$ cat src/rtl/core/tdre_pkg.sv
// Shared types, codes and helpers of the tag-delimited record extractor.
`timescale 1ns / 1ps
`default_nettype none

package tdre_pkg;

   localparam int CsrIndexW = 2;
   localparam int TagBytesW = 64;
   localparam int TagLenW   = 4;

   // Register indexes of the configuration port
   localparam logic [CsrIndexW-1:0] CsrStartTagBytes  = 2'd0;
   localparam logic [CsrIndexW-1:0] CsrStartTagLength = 2'd1;
   localparam logic [CsrIndexW-1:0] CsrEndTagBytes    = 2'd2;
   localparam logic [CsrIndexW-1:0] CsrEndTagLength   = 2'd3;

   // Result kinds
   localparam logic [1:0] KindContent      = 2'd0;
   localparam logic [1:0] KindRecordEnd    = 2'd1;
   localparam logic [1:0] KindUnterminated = 2'd2;

   typedef struct packed {
      logic [TagBytesW-1:0] start_bytes;
      logic [TagLenW-1:0]   start_len;
      logic [TagBytesW-1:0] end_bytes;
      logic [TagLenW-1:0]   end_len;
   } tag_cfg_type;

   typedef struct packed {
      logic                 shift;
      logic                 clear;
      logic                 trunc;
      logic [TagLenW-1:0]   keep_len;
   } cell_ctrl_type;

   typedef struct packed {
      logic [7:0] data;
      logic       valid;
      logic       start_hit;
      logic       end_hit;
   } cell_stat_type;

   // Zero acts as one, anything above the window size acts as the window size
   function automatic logic [TagLenW-1:0] eff_len(input logic [TagLenW-1:0] len,
                                                  input logic [TagLenW-1:0] max_len);
      logic [TagLenW-1:0] res;
      res = len;
      if (len == '0) res = {{(TagLenW-1){1'b0}}, 1'b1};
      else if (len > max_len) res = max_len;
      return res;
   endfunction

endpackage

`default_nettype wire

$ cat src/rtl/core/tdre_req_if.sv
// Input byte channel of the record extractor.
`timescale 1ns / 1ps
`default_nettype none

interface tdre_req_if;
   logic       valid;
   logic       ready;
   logic [7:0] data_byte;
   logic       stream_end;

   modport source (output valid, output data_byte, output stream_end, input ready);
   modport sink   (input valid, input data_byte, input stream_end, output ready);
endinterface

`default_nettype wire

$ cat src/rtl/core/tdre_rsp_if.sv
// Result channel of the record extractor.
`timescale 1ns / 1ps
`default_nettype none

interface tdre_rsp_if;
   logic       valid;
   logic       ready;
   logic [1:0] result_kind;
   logic [7:0] content_byte;

   modport source (output valid, output result_kind, output content_byte, input ready);
   modport sink   (input valid, input result_kind, input content_byte, output ready);
endinterface

`default_nettype wire

$ cat src/rtl/core/tdre_csr_if.sv
// Configuration write channel of the record extractor.
`timescale 1ns / 1ps
`default_nettype none

interface tdre_csr_if;
   logic                            valid;
   logic                            ready;
   logic [tdre_pkg::CsrIndexW-1:0]  index;
   logic [tdre_pkg::TagBytesW-1:0]  data;

   modport source (output valid, output index, output data, input ready);
   modport sink   (input valid, input index, input data, output ready);
endinterface

`default_nettype wire

$ cat src/rtl/core/tdre_csr.sv
// Configuration registers for the start and end patterns.
`timescale 1ns / 1ps
`default_nettype none

module tdre_csr (
   input  wire                    clock,
   input  wire                    reset,
   tdre_csr_if.sink               csr_if,
   output tdre_pkg::tag_cfg_type  cfg
);

   tdre_pkg::tag_cfg_type cfg_ff;
   tdre_pkg::tag_cfg_type cfg_in;

   assign csr_if.ready = 1'b1;
   assign cfg = cfg_ff;

   always_comb begin
      cfg_in = cfg_ff;
      if (csr_if.valid) begin
         case (csr_if.index)
            tdre_pkg::CsrStartTagBytes:  cfg_in.start_bytes = csr_if.data;
            tdre_pkg::CsrStartTagLength: cfg_in.start_len   = csr_if.data[tdre_pkg::TagLenW-1:0];
            tdre_pkg::CsrEndTagBytes:    cfg_in.end_bytes   = csr_if.data;
            tdre_pkg::CsrEndTagLength:   cfg_in.end_len     = csr_if.data[tdre_pkg::TagLenW-1:0];
            default: cfg_in = cfg_ff;
         endcase
      end
   end

   always_ff @(posedge clock) begin
      if (reset) begin
         cfg_ff.start_bytes <= '0;
         cfg_ff.start_len   <= 4'd1;
         cfg_ff.end_bytes   <= '0;
         cfg_ff.end_len     <= 4'd1;
      end else begin
         cfg_ff <= cfg_in;
      end
   end

endmodule

`default_nettype wire

$ cat src/rtl/core/tdre_cell.sv
// One window cell: holds the byte of one age and checks it against both patterns.
`timescale 1ns / 1ps
`default_nettype none

module tdre_cell #(
   parameter int CELL_INDEX = 0
) (
   input  wire                      clock,
   input  wire                      reset,
   input  wire  [7:0]               byte_in,
   input  wire                      valid_in,
   input  wire tdre_pkg::tag_cfg_type    cfg,
   input  wire tdre_pkg::cell_ctrl_type  ctrl,
   output tdre_pkg::cell_stat_type  stat
);

   localparam logic [tdre_pkg::TagLenW-1:0] CellPos = tdre_pkg::TagLenW'(CELL_INDEX);

   logic [7:0]                    data_ff;
   logic                          valid_ff;
   logic                          valid_in_q;
   logic [tdre_pkg::TagLenW-1:0]  start_off;
   logic [tdre_pkg::TagLenW-1:0]  end_off;
   logic [7:0]                    start_pat;
   logic [7:0]                    end_pat;

   // Pattern byte that lines up with this age once the incoming byte lands here
   assign start_off = cfg.start_len - 4'd1 - CellPos;
   assign end_off   = cfg.end_len - 4'd1 - CellPos;
   assign start_pat = cfg.start_bytes[{start_off[2:0], 3'b000} +: 8];
   assign end_pat   = cfg.end_bytes[{end_off[2:0], 3'b000} +: 8];

   assign stat.data      = data_ff;
   assign stat.valid     = valid_ff;
   assign stat.start_hit = (CellPos >= cfg.start_len) || (byte_in == start_pat);
   assign stat.end_hit   = (CellPos >= cfg.end_len) || (byte_in == end_pat);

   // Drop ages beyond the hold window after a content byte leaves
   assign valid_in_q = valid_in && !(ctrl.trunc && (CellPos >= ctrl.keep_len));

   always_ff @(posedge clock) begin
      if (ctrl.shift) begin
         data_ff <= byte_in;
      end
   end

   always_ff @(posedge clock) begin
      if (reset) begin
         valid_ff <= 1'b0;
      end else if (ctrl.clear) begin
         valid_ff <= 1'b0;
      end else if (ctrl.shift) begin
         valid_ff <= valid_in_q;
      end
   end

endmodule

`default_nettype wire

$ cat src/rtl/core/tag_delimited_record_extractor_core.sv
// Top level of the tag-delimited record extractor.
// Usage: bytes enter on req_if, one beat per byte; a beat with stream_end set marks the
// end of input and carries no byte. Results leave on rsp_if: a content byte, a record-end
// marker, or an unterminated-record error when the input ends inside an open record.
// Patterns and their lengths are written through csr_if (index 0..3) while the block is idle.
// The byte window is a row of MAX_TAG_BYTES cells that shift once per accepted byte beat; each
// cell compares its incoming byte with both patterns, and the row's hits are combined in
// the same cycle.
// Throughput: one beat per cycle while rsp_if takes results. Latency: a result appears on rsp_if the cycle
// after the beat that causes it. Content bytes trail the input by the end-pattern length
// minus one, since they are held until they can no longer begin an end pattern.
// When rsp_if stalls, the output register holds its beat and req_if.ready drops until the
// beat is taken; any beat, with or without a result, is still accepted while the register is full
// and being drained.
// Reset: window empty, searching for a start pattern, both lengths one, both patterns zero.
`timescale 1ns / 1ps
`default_nettype none

module tag_delimited_record_extractor_core #(
   parameter int MAX_TAG_BYTES = 8
) (
   input  wire         clock,
   input  wire         reset,
   tdre_req_if.sink    req_if,
   tdre_rsp_if.source  rsp_if,
   tdre_csr_if.sink    csr_if
);

   localparam logic [tdre_pkg::TagLenW-1:0] MaxLen = tdre_pkg::TagLenW'(MAX_TAG_BYTES);

   tdre_pkg::tag_cfg_type    raw_cfg;
   tdre_pkg::tag_cfg_type    eff_cfg;
   tdre_pkg::cell_ctrl_type  ctrl;
   tdre_pkg::cell_stat_type  stat [MAX_TAG_BYTES];
   logic [7:0]               chain_byte [MAX_TAG_BYTES];
   logic                     chain_valid [MAX_TAG_BYTES];

   logic        inside_ff;
   logic        inside_in;
   logic        rsp_valid_ff;
   logic        rsp_valid_in;
   logic [1:0]  kind_ff;
   logic [1:0]  kind_in;
   logic [7:0]  content_ff;
   logic [7:0]  content_in;

   logic        accept;
   logic        start_match;
   logic        end_full;
   logic        end_match;
   logic [7:0]  out_byte;
   logic        has_result;

   tdre_csr u_csr (
      .clock  (clock),
      .reset  (reset),
      .csr_if (csr_if),
      .cfg    (raw_cfg)
   );

   always_comb begin
      eff_cfg           = raw_cfg;
      eff_cfg.start_len = tdre_pkg::eff_len(raw_cfg.start_len, MaxLen);
      eff_cfg.end_len   = tdre_pkg::eff_len(raw_cfg.end_len, MaxLen);
   end

   for (genvar i = 0; i < MAX_TAG_BYTES; i++) begin : g_cell
      if (i == 0) begin : g_head
         assign chain_byte[i]  = req_if.data_byte;
         assign chain_valid[i] = 1'b1;
      end else begin : g_link
         assign chain_byte[i]  = stat[i-1].data;
         assign chain_valid[i] = stat[i-1].valid;
      end

      tdre_cell #(.CELL_INDEX(i)) u_cell (
         .clock    (clock),
         .reset    (reset),
         .byte_in  (chain_byte[i]),
         .valid_in (chain_valid[i]),
         .cfg      (eff_cfg),
         .ctrl     (ctrl),
         .stat     (stat[i])
      );
   end

   // Combine the row: window long enough, every cell hits
   always_comb begin
      logic start_full;
      logic start_all;
      logic end_all;
      start_full = 1'b0;
      start_all  = 1'b1;
      end_full   = 1'b0;
      end_all    = 1'b1;
      out_byte   = '0;
      for (int i = 0; i < MAX_TAG_BYTES; i++) begin
         start_all = start_all && stat[i].start_hit;
         end_all   = end_all && stat[i].end_hit;
         if (tdre_pkg::TagLenW'(i) == eff_cfg.start_len - 4'd1) start_full = chain_valid[i];
         if (tdre_pkg::TagLenW'(i) == eff_cfg.end_len - 4'd1) begin
            end_full = chain_valid[i];
            out_byte = chain_byte[i];
         end
      end
      start_match = start_full && start_all;
      end_match   = end_full && end_all;
   end

   assign req_if.ready = !rsp_valid_ff || rsp_if.ready;
   assign accept       = req_if.valid && req_if.ready;

   always_comb begin
      inside_in     = inside_ff;
      has_result    = 1'b0;
      kind_in       = kind_ff;
      content_in    = content_ff;
      ctrl.shift    = accept && !req_if.stream_end;
      ctrl.clear    = 1'b0;
      ctrl.trunc    = 1'b0;
      ctrl.keep_len = eff_cfg.end_len - 4'd1;
      if (accept) begin
         if (req_if.stream_end) begin
            inside_in  = 1'b0;
            ctrl.clear = 1'b1;
            if (inside_ff) begin
               has_result = 1'b1;
               kind_in    = tdre_pkg::KindUnterminated;
               content_in = '0;
            end
         end else if (!inside_ff) begin
            if (start_match) begin
               inside_in  = 1'b1;
               ctrl.clear = 1'b1;
            end
         end else if (end_full) begin
            has_result = 1'b1;
            if (end_match) begin
               inside_in  = 1'b0;
               ctrl.clear = 1'b1;
               kind_in    = tdre_pkg::KindRecordEnd;
               content_in = '0;
            end else begin
               // Oldest held byte can no longer start an end pattern: release it
               ctrl.trunc = 1'b1;
               kind_in    = tdre_pkg::KindContent;
               content_in = out_byte;
            end
         end
      end
      if (accept) rsp_valid_in = has_result;
      else        rsp_valid_in = rsp_valid_ff && !rsp_if.ready;
   end

   always_ff @(posedge clock) begin
      if (reset) begin
         inside_ff    <= 1'b0;
         rsp_valid_ff <= 1'b0;
      end else begin
         inside_ff    <= inside_in;
         rsp_valid_ff <= rsp_valid_in;
      end
   end

   always_ff @(posedge clock) begin
      if (accept && has_result) begin
         kind_ff    <= kind_in;
         content_ff <= content_in;
      end
   end

   assign rsp_if.valid        = rsp_valid_ff;
   assign rsp_if.result_kind  = kind_ff;
   assign rsp_if.content_byte = content_ff;

endmodule

`default_nettype wire
$ cat src/flat_wrapper.sv
// flat-port wrapper written by rule: the top's interface ports become plain ports
module tag_delimited_record_extractor_core_flat 
#(
   parameter int MAX_TAG_BYTES = 8
)
  (clock, reset, req_if_valid, req_if_data_byte, req_if_stream_end, req_if_ready, rsp_if_valid, rsp_if_result_kind, rsp_if_content_byte, rsp_if_ready, csr_if_valid, csr_if_index, csr_if_data, csr_if_ready);
  tdre_req_if req_if_i ();
  tdre_rsp_if rsp_if_i ();
  tdre_csr_if csr_if_i ();
  input  wire clock;
  input  wire reset;
  input wire logic [$bits(req_if_i.valid)-1:0] req_if_valid;
  input wire logic [$bits(req_if_i.data_byte)-1:0] req_if_data_byte;
  input wire logic [$bits(req_if_i.stream_end)-1:0] req_if_stream_end;
  output wire logic [$bits(req_if_i.ready)-1:0] req_if_ready;
  output wire logic [$bits(rsp_if_i.valid)-1:0] rsp_if_valid;
  output wire logic [$bits(rsp_if_i.result_kind)-1:0] rsp_if_result_kind;
  output wire logic [$bits(rsp_if_i.content_byte)-1:0] rsp_if_content_byte;
  input wire logic [$bits(rsp_if_i.ready)-1:0] rsp_if_ready;
  input wire logic [$bits(csr_if_i.valid)-1:0] csr_if_valid;
  input wire logic [$bits(csr_if_i.index)-1:0] csr_if_index;
  input wire logic [$bits(csr_if_i.data)-1:0] csr_if_data;
  output wire logic [$bits(csr_if_i.ready)-1:0] csr_if_ready;
  assign req_if_i.valid = req_if_valid;
  assign req_if_i.data_byte = req_if_data_byte;
  assign req_if_i.stream_end = req_if_stream_end;
  assign req_if_ready = req_if_i.ready;
  assign rsp_if_valid = rsp_if_i.valid;
  assign rsp_if_result_kind = rsp_if_i.result_kind;
  assign rsp_if_content_byte = rsp_if_i.content_byte;
  assign rsp_if_i.ready = rsp_if_ready;
  assign csr_if_i.valid = csr_if_valid;
  assign csr_if_i.index = csr_if_index;
  assign csr_if_i.data = csr_if_data;
  assign csr_if_ready = csr_if_i.ready;
  tag_delimited_record_extractor_core #(.MAX_TAG_BYTES(MAX_TAG_BYTES)) u_core (.clock(clock), .reset(reset), .req_if(req_if_i), .rsp_if(rsp_if_i), .csr_if(csr_if_i));
endmodule
$ cat config.mk
export PLATFORM = sky130hd
export DESIGN_NAME = tag_delimited_record_extractor_core_flat
export DESIGN_NICKNAME = d
export VERILOG_FILES = /design/src/rtl/core/tdre_pkg.sv /design/src/rtl/core/tdre_req_if.sv /design/src/rtl/core/tdre_rsp_if.sv /design/src/rtl/core/tdre_csr_if.sv /design/src/rtl/core/tdre_csr.sv /design/src/rtl/core/tdre_cell.sv /design/src/rtl/core/tag_delimited_record_extractor_core.sv /design/src/flat_wrapper.sv
export SDC_FILE = /design/constraint.sdc
export NUM_CORES = 1
export LEC_CHECK = 0
export BUFFER_PORTS_ARGS = -buffer_cell sky130_fd_sc_hd__buf_2
export CAP_MARGIN = 20
export CORE_ASPECT_RATIO = 1.1
export CORE_MARGIN = 2
export CORE_UTILIZATION = 55
export CTS_CLUSTER_DIAMETER = 40
export DETAILED_ROUTE_END_ITERATION = 6
export PLACE_DENSITY = 0.82
export SLEW_MARGIN = 15
export SYNTH_ARGS = -nofsm -noshare
export SYNTH_HDL_FRONTEND = slang
export SYNTH_HIERARCHICAL = 1
export SYNTH_SLANG_ARGS = --single-unit
$ cat constraint.sdc
create_clock -name clock -period 9.05 [get_ports clock]
set_input_delay 2.2625 -clock clock [delete_from_list [all_inputs] [get_ports clock]]
set_output_delay 2.2625 -clock clock [all_outputs]
set_load 0.1 [all_outputs]
Yosys cells after proc, flatten, opt, wreduce, memory -nomap -nowiden --
Index checks and enable logic that the tools add are counted. W data, S select, Z words.
Storage, ports and cells: latch bits 0, output and inout port bits 13, logic and storage cells 240, input port bits 80, memories kept 0, bits in registers 211, RAM bits 0, bits in read-only memories 0
Cells by class: reduce and logical (&&, ||, !) cells 72, div/mod/pow operators 0, multiplexer cells 56, equal/unequal tests 33, bitwise gates (word level) 0, multiply operators 0, shift operators 16, order comparisons 25, $add $sub $neg 16
Operators by type and width (number):
- $shiftx A64 B7 Y8 | 16
- $eq A8 B8 Y1 | 16
- $mux W8 | 13
- $ge A3 B4 Y1 const A | 11
- $logic_and A1 B1 Y1 | 33
- $mux W1 | 33
- $eq A3 B4 Y1 const A | 8
- $ge A1 B4 Y1 const A | 6
- $ge A2 B4 Y1 const A | 6
- $sub A3 B3 Y3 const B | 8
- $logic_or A1 B1 Y1 | 17
- $eq A2 B4 Y1 const A | 4
- $logic_not A4 Y1 | 4
- $mux W4 | 4
- $mux W2 | 6
- $sub A3 B2 Y3 const B | 4
- $logic_not A1 Y1 | 10
- $eq A1 B4 Y1 const A | 2
- $gt A4 B4 Y1 const B | 2
- $reduce_and A2 Y1 | 4
- $sub A4 B1 Y4 const B | 2
- $sub A3 B1 Y3 const B | 2
- $eq A2 B2 Y1 const B | 2
- $reduce_and A4 Y1 | 1
- other kinds (4) | 4

Depth between registers and ports, before layout --
Gate-level depths: netlist of the first run.
word-level depth 24, depth in mapped cells 22

By module --
Netlist of the first run, hierarchy kept.
By module, submodules not included:
- tdre_csr | area an instance 5604.1 µm², cells each 517, times used 1
- tdre_cell (u_core.g_cell[0].u_cell) | area an instance 1649.1 µm², cells each 115, times used 1
- tdre_cell (u_core.g_cell[4].u_cell) | area an instance 1634.1 µm², cells each 113, times used 1
- tdre_cell (u_core.g_cell[2].u_cell) | area an instance 1614.0 µm², cells each 119, times used 1
- tdre_cell (u_core.g_cell[6].u_cell) | area an instance 1606.5 µm², cells each 115, times used 1
- tdre_cell (u_core.g_cell[3].u_cell) | area an instance 1592.8 µm², cells each 142, times used 1
- tdre_cell (u_core.g_cell[1].u_cell) | area an instance 1561.5 µm², cells each 124, times used 1
- tdre_cell (u_core.g_cell[5].u_cell) | area an instance 1554.0 µm², cells each 129, times used 1
- tdre_cell (u_core.g_cell[7].u_cell) | area an instance 1542.7 µm², cells each 117, times used 1
- tag_delimited_record_extractor_core | area an instance 1493.9 µm², cells each 192, times used 1

Least setup slack after synthesis of the first run --
OpenSTA, ideal clock, no wires.
kind input to register, from input rsp_if_ready, to register u_core.g_cell[0].u_cell.valid_ff, slack 3.690 ns, buffers on the path 0, cell stages on the path 6, arrival 5.222 ns, setup time 0.138 ns, required time 8.912 ns, cell sequence nand2b_1 nand3_1 inv_1 nor2b_1 a31oi_1 nor3_1
RTL lines:
- from (decl) | line flat_wrapper.sv:19 | input wire logic [$bits(rsp_if_i.ready)-1:0] rsp_if_ready;
- to (signal assigned) | line tdre_cell.sv:53 | valid_ff <= valid_in_q;
- to (decl) | line tdre_cell.sv:20 | logic valid_ff;

==> run summary, run 1 <==
The flow ran to the end, and the final reports show no timing, DRC or antenna violations. The achievable frequency is 174 MHz. The flop-to-flop setup slack came out at 3.30 ns. Max-cap violations in this run came to 0.

The worst hold-check slack is 0.516 ns. The first detailed-routing pass ran for 5 iterations. The number of global-route vias before repair came out at 14,486. The slew at the pin closest to its max-slew limit is 1.03 ns. The TritonCTS buffer count is 27.

The biggest fanout along the worst timing path is 69. The placed wire-length estimate after detailed placement is 48,500 µm. The register clock-pin slew on the reported worst setup and hold paths is 0.06 ns. The total count of max-transition violations in the final report is 0. The number of diodes added for antenna fixing came out at 0. The worst clock skew on the final layout came out at 0.0112 ns. The number of placement rows came out at 72. In the routed design, unresolved DRC markers number 0. TritonCTS built the clock tree. The net switching power is 0.826 mW.

The cell-internal power came out at 1.81 mW. The cell leakage power is 8.43 nW. The critical path starts at u_core/u_csr/cfg[71]. The overall die area came out at 37,100 µm². Buffers placed on the I/O ports in this run total 91.

The worst register-to-register path ends at u_core/g_cell[6].u_cell/valid_ff. In this run, the number of DRC markers left after iteration 0 of detailed routing was 2,397. The number of gates given a new drive strength after cts is 0.

The remaining number of nets flagged by the antenna check after routing came out at 0. For hold timing, the worst endpoint is u_core/u_csr/cfg[1]. The fraction of power consumed by the clock network is 0.391. The routed design has 67,800 µm of wire. 93 I/O pins were placed. The clock reaches the later pin of the worst-skew pair after 0.55 ns. The synthesized netlist occupies a cell area of 19,600 µm². The sequential cell fraction of total power is 0.420. The average footprint of a synthesized cell is 11.7 µm².

The hold path depth came out at 2. The worst register-to-register path begins at u_core/u_csr/cfg[71]. The initial cell density of the core is 0.557. The worst-case headroom to the max-slew limit came out at 0.312.

The worst setup path is of the reg -> reg kind. The maximum ir drop on the vdd rail is 119 µV. The global-route usage over all layers is 0.360. The tree is rooted in a sky130_fd_sc_hd__clkbuf_16. From left edge to right edge, the die measures 184 µm. The number of cells produced by synthesis came out at 1,669. From bottom edge to top edge, the die measures 202 µm. The fraction of power spent switching nets is 0.313. The type of origin of the critical path is a flop.

The maximum root-to-sink buffer count came out at 3. The largest net degree at the start of global routing came out at 125. The number of hold buffers added after CTS was 0. The hold violation total from the final report came to 0. The depth of the worst register-to-register path came out at 16. The sequential cell area is 4880 µm². The number of antenna violations at the first check in global routing came to 1. The combined area of the multi-input logic cells is 13,600 µm². Routability-driven placement finished with a final weighted congestion of 1.05. Post-CTS timing repair inserted 0 buffers for setup.

STA puts the critical path data required time at 9.44 ns. The portion of the clock cycle consumed by the worst path in the final layout came out at 0.635. The worst setup path is captured at a flop.

The worst endpoint data arrival time is 6.14 ns. After detailed routing, the average wire length per cell comes to 31.7 µm. Dividing the detail-routed via count by the number of cells gives 7.30.

The warning count from the yosys run came out at 6. The count of clock tree sinks came out at 211. The power share of the combinational group came out at 0.189. The count of H-tree levels built during CTS came out at 1. The share of layout cells above drive strength 1 came out at 0.211. The remaining global-route overflow came out at 0. The total negative slack came out at 0 ns. The time the final worst path needs with I/O delays and setup is 5.75 ns. The min-delay analysis places its worst path in the category reg -> reg.

The core area is 35,100 µm². The via count came out at 15,629. The number of fill cells in the layout came out at 2,873. Setup repair after global routing left no endpoint under its margin. For this design the ratio of total power to cell area is 128 nW/µm².

Setup violations remaining at the end of the flow were counted as 0. The first global-routing pass estimated 97,300 µm of wire. The startpoint identified for the worst hold timing path is u_core/u_csr/cfg[1]. Compared with the post-synthesis result, the final layout area differs by 5.58%. At the end of the flow, the number of nets in the layout was 1,780.
## stage by stage
stage / cell area (µm²) / power [mW] / setup slack (ns) / std cells / util
global placement: 19800 / 1.59 / 3.51 / 2090 / 0.563
detailed placement: 19800 / 1.60 / 3.43 / 2090 / 0.563
finish: 20700 / 2.64 / 3.30 / 2141 / 0.588
global route: 20700 / 2.70 / 3.03 / 2141 / 0.588
floorplan: 19600 / 1.45 / 3.71 / 1675 / -
CTS: 20600 / 2.62 / 3.39 / 2140 / 0.588
## placed cells by master (no fill, tap or decap), types with 4 or more instances in the layout
cell	count
sky130_fd_sc_hd__o31ai_1	4
sky130_fd_sc_hd__inv_2	4
sky130_fd_sc_hd__and2_1	4
sky130_fd_sc_hd__ha_1	24
sky130_fd_sc_hd__clkbuf_16	27
sky130_fd_sc_hd__buf_2	90
sky130_fd_sc_hd__o22ai_1	14
sky130_fd_sc_hd__a221oi_1	11
sky130_fd_sc_hd__buf_4	13
sky130_fd_sc_hd__conb_1	9
sky130_fd_sc_hd__a22o_1	5
sky130_fd_sc_hd__nand2_1	45
sky130_fd_sc_hd__nor3b_1	8
sky130_fd_sc_hd__xor2_1	128
sky130_fd_sc_hd__edfxtp_1	66
sky130_fd_sc_hd__inv_6	7
sky130_fd_sc_hd__inv_1	29
sky130_fd_sc_hd__a2111oi_0	4
sky130_fd_sc_hd__nor2b_1	25
sky130_fd_sc_hd__nor4_1	21
sky130_fd_sc_hd__nand3_1	12
sky130_fd_sc_hd__and3_1	8
sky130_fd_sc_hd__clkinv_4	5
sky130_fd_sc_hd__nor3_1	26
sky130_fd_sc_hd__nand2b_1	214
sky130_fd_sc_hd__xnor2_1	52
sky130_fd_sc_hd__nor4_2	8
sky130_fd_sc_hd__mux2_2	17
sky130_fd_sc_hd__dfxtp_1	145
sky130_fd_sc_hd__mux4_1	67
sky130_fd_sc_hd__mux2i_1	243
sky130_fd_sc_hd__nand4_1	20
sky130_fd_sc_hd__mux4_2	154
sky130_fd_sc_hd__nor2_1	31
sky130_fd_sc_hd__a22oi_1	24
sky130_fd_sc_hd__o21ai_0	12
sky130_fd_sc_hd__a21oi_1	22
sky130_fd_sc_hd__a31oi_1	13
sky130_fd_sc_hd__a211oi_1	8
sky130_fd_sc_hd__nand3b_1	8
## state kept, by name, indices dropped and copies added, names as in the netlist
| register | count |
|---|---|
| u_core/rsp_if.result_kind | 2 |
| u_core/inside_ff | 1 |
| u_core/rsp_if.content_byte | 8 |
| u_core/rsp_if.valid | 1 |
| u_core/g_cell.u_cell/data_ff | 56 |
| u_core/g_cell.u_cell/valid_ff | 7 |
| u_core/u_csr/cfg | 136 |
## how the worst max path moves through the flow
stage / to / slack, ns
floorplan: req_if_ready / 3.71
global placement: u_core/g_cell[0].u_cell/valid_ff / 3.51
detailed placement: u_core/g_cell[4].u_cell/valid_ff / 3.43
CTS: u_core/g_cell[4].u_cell/valid_ff / 3.39
global route: u_core/g_cell[6].u_cell/valid_ff / 3.03
finish: u_core/g_cell[6].u_cell/valid_ff / 3.30
## power by group through the flow
stage          clock, mW  combinational [mW]  sequential (mW)
2_1_floorplan          0               0.382             1.07
3_3_place_gp           0               0.478             1.12
3_5_place_dp           0               0.486             1.12
6_report            1.03               0.497             1.11
4_1_cts             1.03               0.487             1.10
5_1_grt             1.07               0.520             1.11
## critical path: stages, from the launching register on
cell and delay [ns]:
sky130_fd_sc_hd__dfxtp_1 0.54, sky130_fd_sc_hd__nand2b_1 0.31, sky130_fd_sc_hd__inv_2 0.08, sky130_fd_sc_hd__buf_4 0.71
sky130_fd_sc_hd__inv_1 0.27, sky130_fd_sc_hd__ha_1 0.75, sky130_fd_sc_hd__mux4_2 0.40, sky130_fd_sc_hd__mux2i_1 0.19
sky130_fd_sc_hd__xor2_1 0.22, sky130_fd_sc_hd__o221ai_1 0.23, sky130_fd_sc_hd__o31ai_2 0.23, sky130_fd_sc_hd__nand4_1 0.23
sky130_fd_sc_hd__or4b_4 0.54, sky130_fd_sc_hd__nor3_1 0.22, sky130_fd_sc_hd__nor2_1 0.07, sky130_fd_sc_hd__o21bai_1 0.46
sky130_fd_sc_hd__nor3_1 0.13
## layout make-up
class / instances / share of cell area
Clock buffer: 28 / 0.0329
Inverter: 33 / 0.00600
Multi-Input combinational cell: 1298 / 0.661
Timing Repair Buffer: 105 / 0.0279
Clock inverter: 22 / 0.00891
Tap cell: 444 / 0.0269
Sequential cell: 211 / 0.237
## layer usage
metal | up-vias | routed length [µm] | track usage
met5 | - | 0 | 0
met4 | 0 | 5560 | 0.230
met3 | 248 | 8400 | 0.0695
met2 | 1257 | 28500 | 0.522
met1 | 7655 | 25400 | 0.496
li1 | 6469 | - | -
Note: power is estimated with default switching activity, not from simulation.
==> run 2, diff against run 1 <==
==> constraint.sdc (replaced) <==
create_clock -name clock -period 5.53 [get_ports clock]
set_input_delay 1.3825 -clock clock [delete_from_list [all_inputs] [get_ports clock]]
set_output_delay 1.3825 -clock clock [all_outputs]
set_load 0.1 [all_outputs]
==> run 2 against run 1 <==
Die area is the same. Global-route usage grew 1.9 points. Clock skew is essentially flat. Clock power grew 88%. Utilization grew 0.82 points. Combinational power grew 63%. Cell count grew 0.93%. Critical path depth shrank 1. Maximum frequency grew 11%. Total power grew 74%. Largest power group is now clock.
==> run summary, run 2 (synthesis results as in run 1) <==
The total negative slack was 0 ns (unchanged). The final-stage net count is 1,797 (+0.96%). The number of placement rows is 72 (unchanged).

The initial cell density of the core came out at 0.557 (unchanged). The hold path depth came to 2 (unchanged). TritonCTS built the clock tree. The via count normalized by instance count is 7.42 (+1.7%).

Setup repair after global routing left no endpoint under its margin. The number of antenna violations at the first check in global routing is 0 (-1). The final setup violation count is 0 (unchanged). The DRC violations left came out at 0 (unchanged).

The number of port buffers is 91 (unchanged). The total count of max-transition violations in the final report was 0 (unchanged). The cell area after layout came out at 20,900 µm² (+1.4%). The worst setup slack after placement came out at 0.529 ns (-2.90 ns).

The library cell used most frequently in the layout, excluding fill and tap cells, is sky130_fd_sc_hd__mux2i_1. The count of H-tree levels built during CTS is 1 (unchanged). The launch point of the critical path is u_core/u_csr/cfg[71]. The core area is 35,100 µm² (unchanged). The critical path data required time is 5.94 ns (-3.50 ns). The placer's final routability congestion estimate came out at 1.05 (-0.12%).

The wire length of the first global-routing pass was 102,000 µm (+5.1%). The detailed-route wire length per cell came out at 32.9 µm (+3.9%). The total detailed-routing wirelength came out at 71,100 µm (+4.8%). The type of origin of the critical path is a flop. The worst endpoint data arrival time came out at 5.61 ns (-0.53 ns). The critical path is of the reg -> reg type. The later-pin clock latency in the skew report is 0.58 ns (+0.03 ns). The top cell types in the final layout, fill and taps aside, are 243 x sky130_fd_sc_hd__mux2i_1, 214 x sky130_fd_sc_hd__nand2b_1, 154 x sky130_fd_sc_hd__mux4_2, 145 x sky130_fd_sc_hd__dfxtp_1, 128 x sky130_fd_sc_hd__xor2_1. The I/O pin count is 93 (unchanged). The width of the die is 184 µm (unchanged). The TritonCTS buffer count came to 28 (+3.7%). The hold-critical path endpoint is u_core/u_csr/cfg[1]. The sum of internal, switching and leakage power is 4.58 mW (+74%). The depth of the worst register-to-register path is 15 (-1).

The worst-case headroom to the max-slew limit is 0.299 (-0.0129). The hold violation total from the final report is 0 (unchanged). The kind of path behind the tightest hold check is reg -> reg. The share of layout cells above drive strength 1 came out at 0.220 (+0.00945). The count of clock tree sinks is 211 (unchanged). The cell leakage power came out at 8.59 nW (+1.9%). The flop-to-flop setup slack came to 0.34 ns (-2.97 ns). The count of TritonRoute iterations in the first routing pass came out at 6 (+1). STA classifies the critical path endpoint as a flop. The largest net degree at the start of global routing is 117 (-6.4%).

The time the final worst path needs with I/O delays and setup came to 5.19 ns (-0.551 ns). The number of post-CTS setup repair buffers is 0 (unchanged). The number of gates given a new drive strength after cts came to 0 (unchanged). The origin of the worst min-delay path is u_core/u_csr/cfg[1].

The number of flip-flops under the largest register name came out at 136 (unchanged). The worst clock skew on the final layout is 0.0109 ns (-0.000343 ns). The worst reg2reg path startpoint is u_core/u_csr/cfg[71]. The cell sitting at the root of the clock tree is a sky130_fd_sc_hd__clkbuf_16.

The DRC violation total after the first TritonRoute iteration is 2,312 (-3.5%). The maximum root-to-sink buffer count came out at 3 (unchanged). The placed wire-length estimate after detailed placement came out at 49,900 µm (+2.9%).

The global-route usage over all layers was 0.379 (+0.0191). The number of global-route vias before repair came to 15,052 (+3.9%). In this run the critical register-to-register path is captured at u_core/g_cell[0].u_cell/valid_ff. The flow ran to the end, and the final reports show no timing, DRC or antenna violations.

The synthesis-to-layout area growth is 7.05%. The number of max-cap violations came out at 0 (unchanged). The minimum setup slack in the final design was 0.336 ns (-2.97 ns).

The count of hold buffers inserted by post-cts repair came out at 0 (unchanged). The slew at the pin closest to its max-slew limit came out at 1.05 ns (+0.0194 ns). The remaining number of nets flagged by the antenna check after routing came to 0 (unchanged).

The maximum ir drop on the vdd rail is 232 µV (+95%). The achievable frequency came out at 193 MHz (+11%). The overall die area came to 37,100 µm² (unchanged).

The final instance count without filler cells came out at 2,161 (+0.93%). The instance area at placement came to 19,900 µm² (+0.71%). The remaining global-route overflow is 0 (unchanged). The via count is 16,040 (+2.6%).

The biggest fanout along the worst timing path came out at 16 (-77%). The placed instance count is 2,107 (+0.81%). The power per standard cell area came out at 219 nW/µm² (+71%).

The portion of the clock cycle consumed by the worst path in the final layout came out at 0.939 (+0.304). The overall die height came to 202 µm (unchanged). The register clock-pin slew on the reported worst setup and hold paths is 0.06 ns (about the same).
run 2: cell count changes in the layout (fill, tap and decap cells not counted), moves of 2 or more:
cell / before / now
sky130_fd_sc_hd__clkbuf_16: 27 / 30
sky130_fd_sc_hd__inv_6: 7 / 5
sky130_fd_sc_hd__clkinv_8: 1 / 3
sky130_fd_sc_hd__diode_2: 0 / 2
sky130_fd_sc_hd__bufinv_16: 0 / 2
sky130_fd_sc_hd__clkbuf_8: 0 / 2
sky130_fd_sc_hd__buf_4: 13 / 29
run 2: routing by layer:
metal,vias to the layer above,track usage,part of all wire
met2,1427,0.549,0.42
met3,317,0.103,0.14
met1,7782,0.496,0.35
li1,6514,-,-
met5,-,0,0
met4,0,0.258,0.088
run 2: worst max-delay path, cell delays in order (launching register included):
cell and delay [ns]:
sky130_fd_sc_hd__dfxtp_1 0.59, sky130_fd_sc_hd__nand2b_1 0.32, sky130_fd_sc_hd__inv_2 0.27, sky130_fd_sc_hd__inv_1 0.11, sky130_fd_sc_hd__ha_1 0.70, sky130_fd_sc_hd__mux4_1 0.40
sky130_fd_sc_hd__xor2_1 0.19, sky130_fd_sc_hd__nor4_1 0.39, sky130_fd_sc_hd__a21oi_1 0.12, sky130_fd_sc_hd__o22ai_1 0.27, sky130_fd_sc_hd__nand4_1 0.26, sky130_fd_sc_hd__or4b_4 0.55
sky130_fd_sc_hd__nor3_1 0.20, sky130_fd_sc_hd__nor2_1 0.07, sky130_fd_sc_hd__o21bai_1 0.48, sky130_fd_sc_hd__nor3_1 0.13
run 2: power breakdown:
| group | switching [mW] | internal [mW] |
|---|---|---|
| Clock | 0.799 | 1.14 |
| Sequential | 0.176 | 1.65 |
| Combinational | 0.425 | 0.387 |
run 2: how the worst max path moves through the flow:
stage | end | slack (ns) | cells past startpoint
2_1_floorplan | u_core/g_cell[1].u_cell/valid_ff | 0.68 | 21
3_3_place_gp | u_core/g_cell[0].u_cell/valid_ff | 0.56 | 15
3_5_place_dp | u_core/g_cell[2].u_cell/valid_ff | 0.53 | 15
4_1_cts | u_core/g_cell[0].u_cell/valid_ff | 0.51 | 15
5_1_grt | u_core/g_cell[6].u_cell/valid_ff | 0.10 | 15
6_report | u_core/g_cell[0].u_cell/valid_ff | 0.34 | 15
run 2: final cells by class:
type	instances	area, µm²
clock inverter	20	236
fill	2859	14200
sequential	211	4880
clock buffer	32	778
timing repair buffer	121	708
inverter	33	124
antenna	2	5.00
multi-input combinational	1298	13600
tap	444	556
run 2: per-stage QoR:
stage                     utilization  hold WS [ns]
after CTS                       0.596         0.505
after global placement          0.567         0.477
final                           0.596         0.506
after floorplan                     -         0.450
after global routing            0.596         0.518
after detailed placement        0.567         0.475
==> run 3, diff against run 2 <==
--- a/config.mk
+++ b/config.mk
@@ -13,6 +13,7 @@
 export CTS_CLUSTER_DIAMETER = 40
 export DETAILED_ROUTE_END_ITERATION = 6
 export PLACE_DENSITY = 0.82
+export SETUP_SLACK_MARGIN = 0.4
 export SLEW_MARGIN = 15
 export SYNTH_ARGS = -nofsm -noshare
 export SYNTH_HDL_FRONTEND = slang
==> run 3 against run 2 <==
Combinational power is essentially flat. Largest power group unchanged. Sequential cell count is the same. Maximum frequency grew 3.8%. First-iteration DRC count shrank 2.8%. Clock-buffer cell count is the same.
==> run summary, run 3 (synthesis results as in run 1) <==
The run finished with clean final reports. The worst setup path is launched from a flop. The via count was 15,956 (-0.52%).

The maximum root-to-sink buffer count was 3 (unchanged). The number of max-cap violations came out at 0 (unchanged). The largest net degree at the start of global routing came out at 117 (unchanged). The fraction of power spent switching nets is 0.305 (-0.000532). The fraction of power consumed by the clock network came to 0.423 (about the same). The longest individual stage delay on the worst path is 0.57 ns (-0.13 ns). The wire length of the first global-routing pass is 102,000 µm (unchanged). The global-route usage over all layers came to 0.379 (unchanged). The DRC violation total after the first TritonRoute iteration is 2,248 (-2.8%). The worst setup path is captured at a flop. The TritonCTS buffer count came out at 28 (unchanged).

The number of flip-flops under the largest register name is 136 (unchanged). The number of port buffers came to 91 (unchanged). The detailed route wirelength on metal3 was 9740 µm (-2.6%).

The cell-internal power came to 3.18 mW (about the same). The sequential cell fraction of total power is 0.399 (about the same). Setup repair after global routing left no endpoint under its margin. The maximum ir drop on the vdd rail came out at 232 µV (-0.16%). The worst setup slack after placement came out at 0.529 ns (unchanged). The time the final worst path needs with I/O delays and setup was 5.00 ns (-0.192 ns). The count of clock tree sinks is 211 (unchanged). The detailed-route wire length per cell is 32.8 µm (-0.23%). The number of post-CTS setup repair buffers is 0 (unchanged). The critical path data required time is 6.01 ns (+0.07 ns).

The number of gates given a new drive strength after cts is 0 (unchanged). The biggest fanout along the worst timing path is 31 (+15). The register clock-pin slew on the reported worst setup and hold paths came out at 0.06 ns (about the same).

The critical path goes through nor2_4 > buf_4 > mux4_2 > mux2i_1 > xor2_1 > nand4_1 > o41ai_2 > nand4_1 > nor2_1 > nor2_1 > and3_1 > or4b_2 > a31oi_1 > nor3_1. The overall die height came to 202 µm (unchanged). The power share of the combinational group is 0.178 (about the same). Among cell families on the critical path, the largest total delay comes from simple AND/OR/NAND/NOR gates. The worst endpoint data arrival time is 5.48 ns (-0.13 ns).

The CTS root buffer is sky130_fd_sc_hd__clkbuf_16. The later-pin clock latency in the skew report came to 0.57 ns (about the same). The number of placement rows was 72 (unchanged). The placer's final routability congestion estimate came out at 1.05 (unchanged). The remaining number of nets flagged by the antenna check after routing is 0 (unchanged). Leaving out fill and tap cells, the most frequent cell in the layout is sky130_fd_sc_hd__mux2i_1. The achievable frequency is 200 MHz (+3.8%). The number of antenna violations at the first check in global routing is 0 (unchanged). The number of fill cells in the layout came to 2,853 (-0.21%).

The library cells used most frequently in the layout, excluding fill and tap cells, are 243 x sky130_fd_sc_hd__mux2i_1, 214 x sky130_fd_sc_hd__nand2b_1, 154 x sky130_fd_sc_hd__mux4_2, 145 x sky130_fd_sc_hd__dfxtp_1, 128 x sky130_fd_sc_hd__xor2_1. The met2 wirelength from detailed routing is 30,000 µm (+0.35%). The power per standard cell area came out at 218 nW/µm² (-0.12%).

The DRC violations left was 0 (unchanged). The minimum setup slack in the final design is 0.528 ns (+0.192 ns). The worst setup path is of the reg -> reg kind.

The I/O pin count came out at 93 (unchanged). The total detailed-routing wirelength came to 70,900 µm (-0.23%). The count of TritonRoute iterations in the first routing pass came out at 5 (-1). The final setup violation count is 0 (unchanged).

The wire length on met1 came to 25,300 µm (+0.96%). The slew at the pin closest to its max-slew limit came to 1.06 ns (+0.0114 ns). The count of H-tree levels built during CTS came out at 1 (unchanged). The hold violation total from the final report is 0 (unchanged).

The net switching power came out at 1.40 mW (-0.23%). The count of hold buffers inserted by post-cts repair came out at 0 (unchanged). The cell leakage power came out at 8.59 nW (about the same).

The total negative slack is 0 ns (unchanged). The worst-case headroom to the max-slew limit came out at 0.292 (-0.00759). The portion of the clock cycle consumed by the worst path in the final layout came out at 0.905 (-0.0346). The overall die area came out at 37,100 µm² (unchanged). The share of layout cells above drive strength 1 came out at 0.222 (+0.00175).

The core area is 35,100 µm² (unchanged). The largest individual stage delay along the critical path comes from the cell sky130_fd_sc_hd__mux4_2. The kind of path behind the tightest hold check is reg -> reg. The synthesis-to-layout area growth is 7.12% (about the same). The remaining global-route overflow was 0 (unchanged).

After detailed routing, no signal wire sits above met4. The number of global-route vias before repair is 15,052 (unchanged). The worst clock skew on the final layout came to 0.0106 ns (-0.000289 ns).

The placed wire-length estimate after detailed placement came out at 49,900 µm (unchanged). The count of buffer and inverter cells on the critical path came to 1 (-1). TritonCTS built the clock tree. The total count of max-transition violations in the final report is 0 (unchanged). The via count normalized by instance count is 7.38 (-0.52%). The final-stage net count came out at 1,797 (unchanged). The width of the die is 184 µm (unchanged). The initial cell density of the core is 0.557 (unchanged).
## run 3: changes by cell type in the layout (fill, tap and decap cells not counted)
cell                       previous run  this run
sky130_fd_sc_hd__ha_2                 0         2
sky130_fd_sc_hd__ha_1                24        22
sky130_fd_sc_hd__o21bai_2             0         1
sky130_fd_sc_hd__buf_6                0         1
sky130_fd_sc_hd__buf_4               29        28
sky130_fd_sc_hd__o21bai_1             1         0
## run 3: per-layer routing
| metal | vias to the layer above | track usage |
|---|---|---|
| met4 | 0 | 0.258 |
| li1 | 6506 | - |
| met3 | 294 | 0.103 |
| met5 | - | 0 |
| met2 | 1434 | 0.549 |
| met1 | 7722 | 0.496 |
## run 3: final cells by class
cell class | instances | area, µm² | area share
tap | 444 | 556 | 0.0265
multi-input combinational | 1298 | 13700 | 0.652
antenna | 2 | 5.00 | 0.000239
clock buffer | 32 | 778 | 0.0371
inverter | 33 | 124 | 0.00591
timing repair buffer | 121 | 712 | 0.0340
sequential | 211 | 4880 | 0.233
clock inverter | 20 | 236 | 0.0113
## run 3: power groups by stage
stage               Combinational (mW)  Clock, mW  Sequential, mW
global route                     0.851       2.01            1.82
floorplan                        0.625          0            1.75
CTS                              0.793       1.95            1.81
detailed placement               0.790          0            1.84
global placement                 0.776          0            1.84
finish                           0.813       1.93            1.83
## run 3: path summary, 6_finish.rpt
path | end | from | cells after the start | slack, ns
worst max-delay path | u_core/g_cell[1].u_cell/valid_ff | u_core/u_csr/cfg[3] | 14 | 0.53
worst min-delay path | u_core/u_csr/cfg[1] | u_core/u_csr/cfg[1] | 2 | 0.51
worst max register to register | u_core/g_cell[1].u_cell/valid_ff | u_core/u_csr/cfg[3] | 14 | 0.53
worst min register to register | u_core/u_csr/cfg[1] | u_core/u_csr/cfg[1] | 2 | 0.51
## run 3: worst min-delay path, stage by stage (launching register included)
cell	delay [ns]
sky130_fd_sc_hd__dfxtp_1	0.33
sky130_fd_sc_hd__nand2b_1	0.07
sky130_fd_sc_hd__mux2i_1	0.06
## run 3: per-stage QoR
step | util | power (mW) | cell area, µm² | hold slack, ns | std cells
3_3_place_gp | 0.567 | 2.62 | 19900 | 0.477 | 2107
6_report | 0.596 | 4.57 | 21000 | 0.506 | 2161
3_5_place_dp | 0.567 | 2.63 | 19900 | 0.475 | 2107
5_1_grt | 0.596 | 4.68 | 20900 | 0.518 | 2159
4_1_cts | 0.596 | 4.56 | 20900 | 0.505 | 2159
2_1_floorplan | - | 2.38 | 19600 | 0.450 | 1675
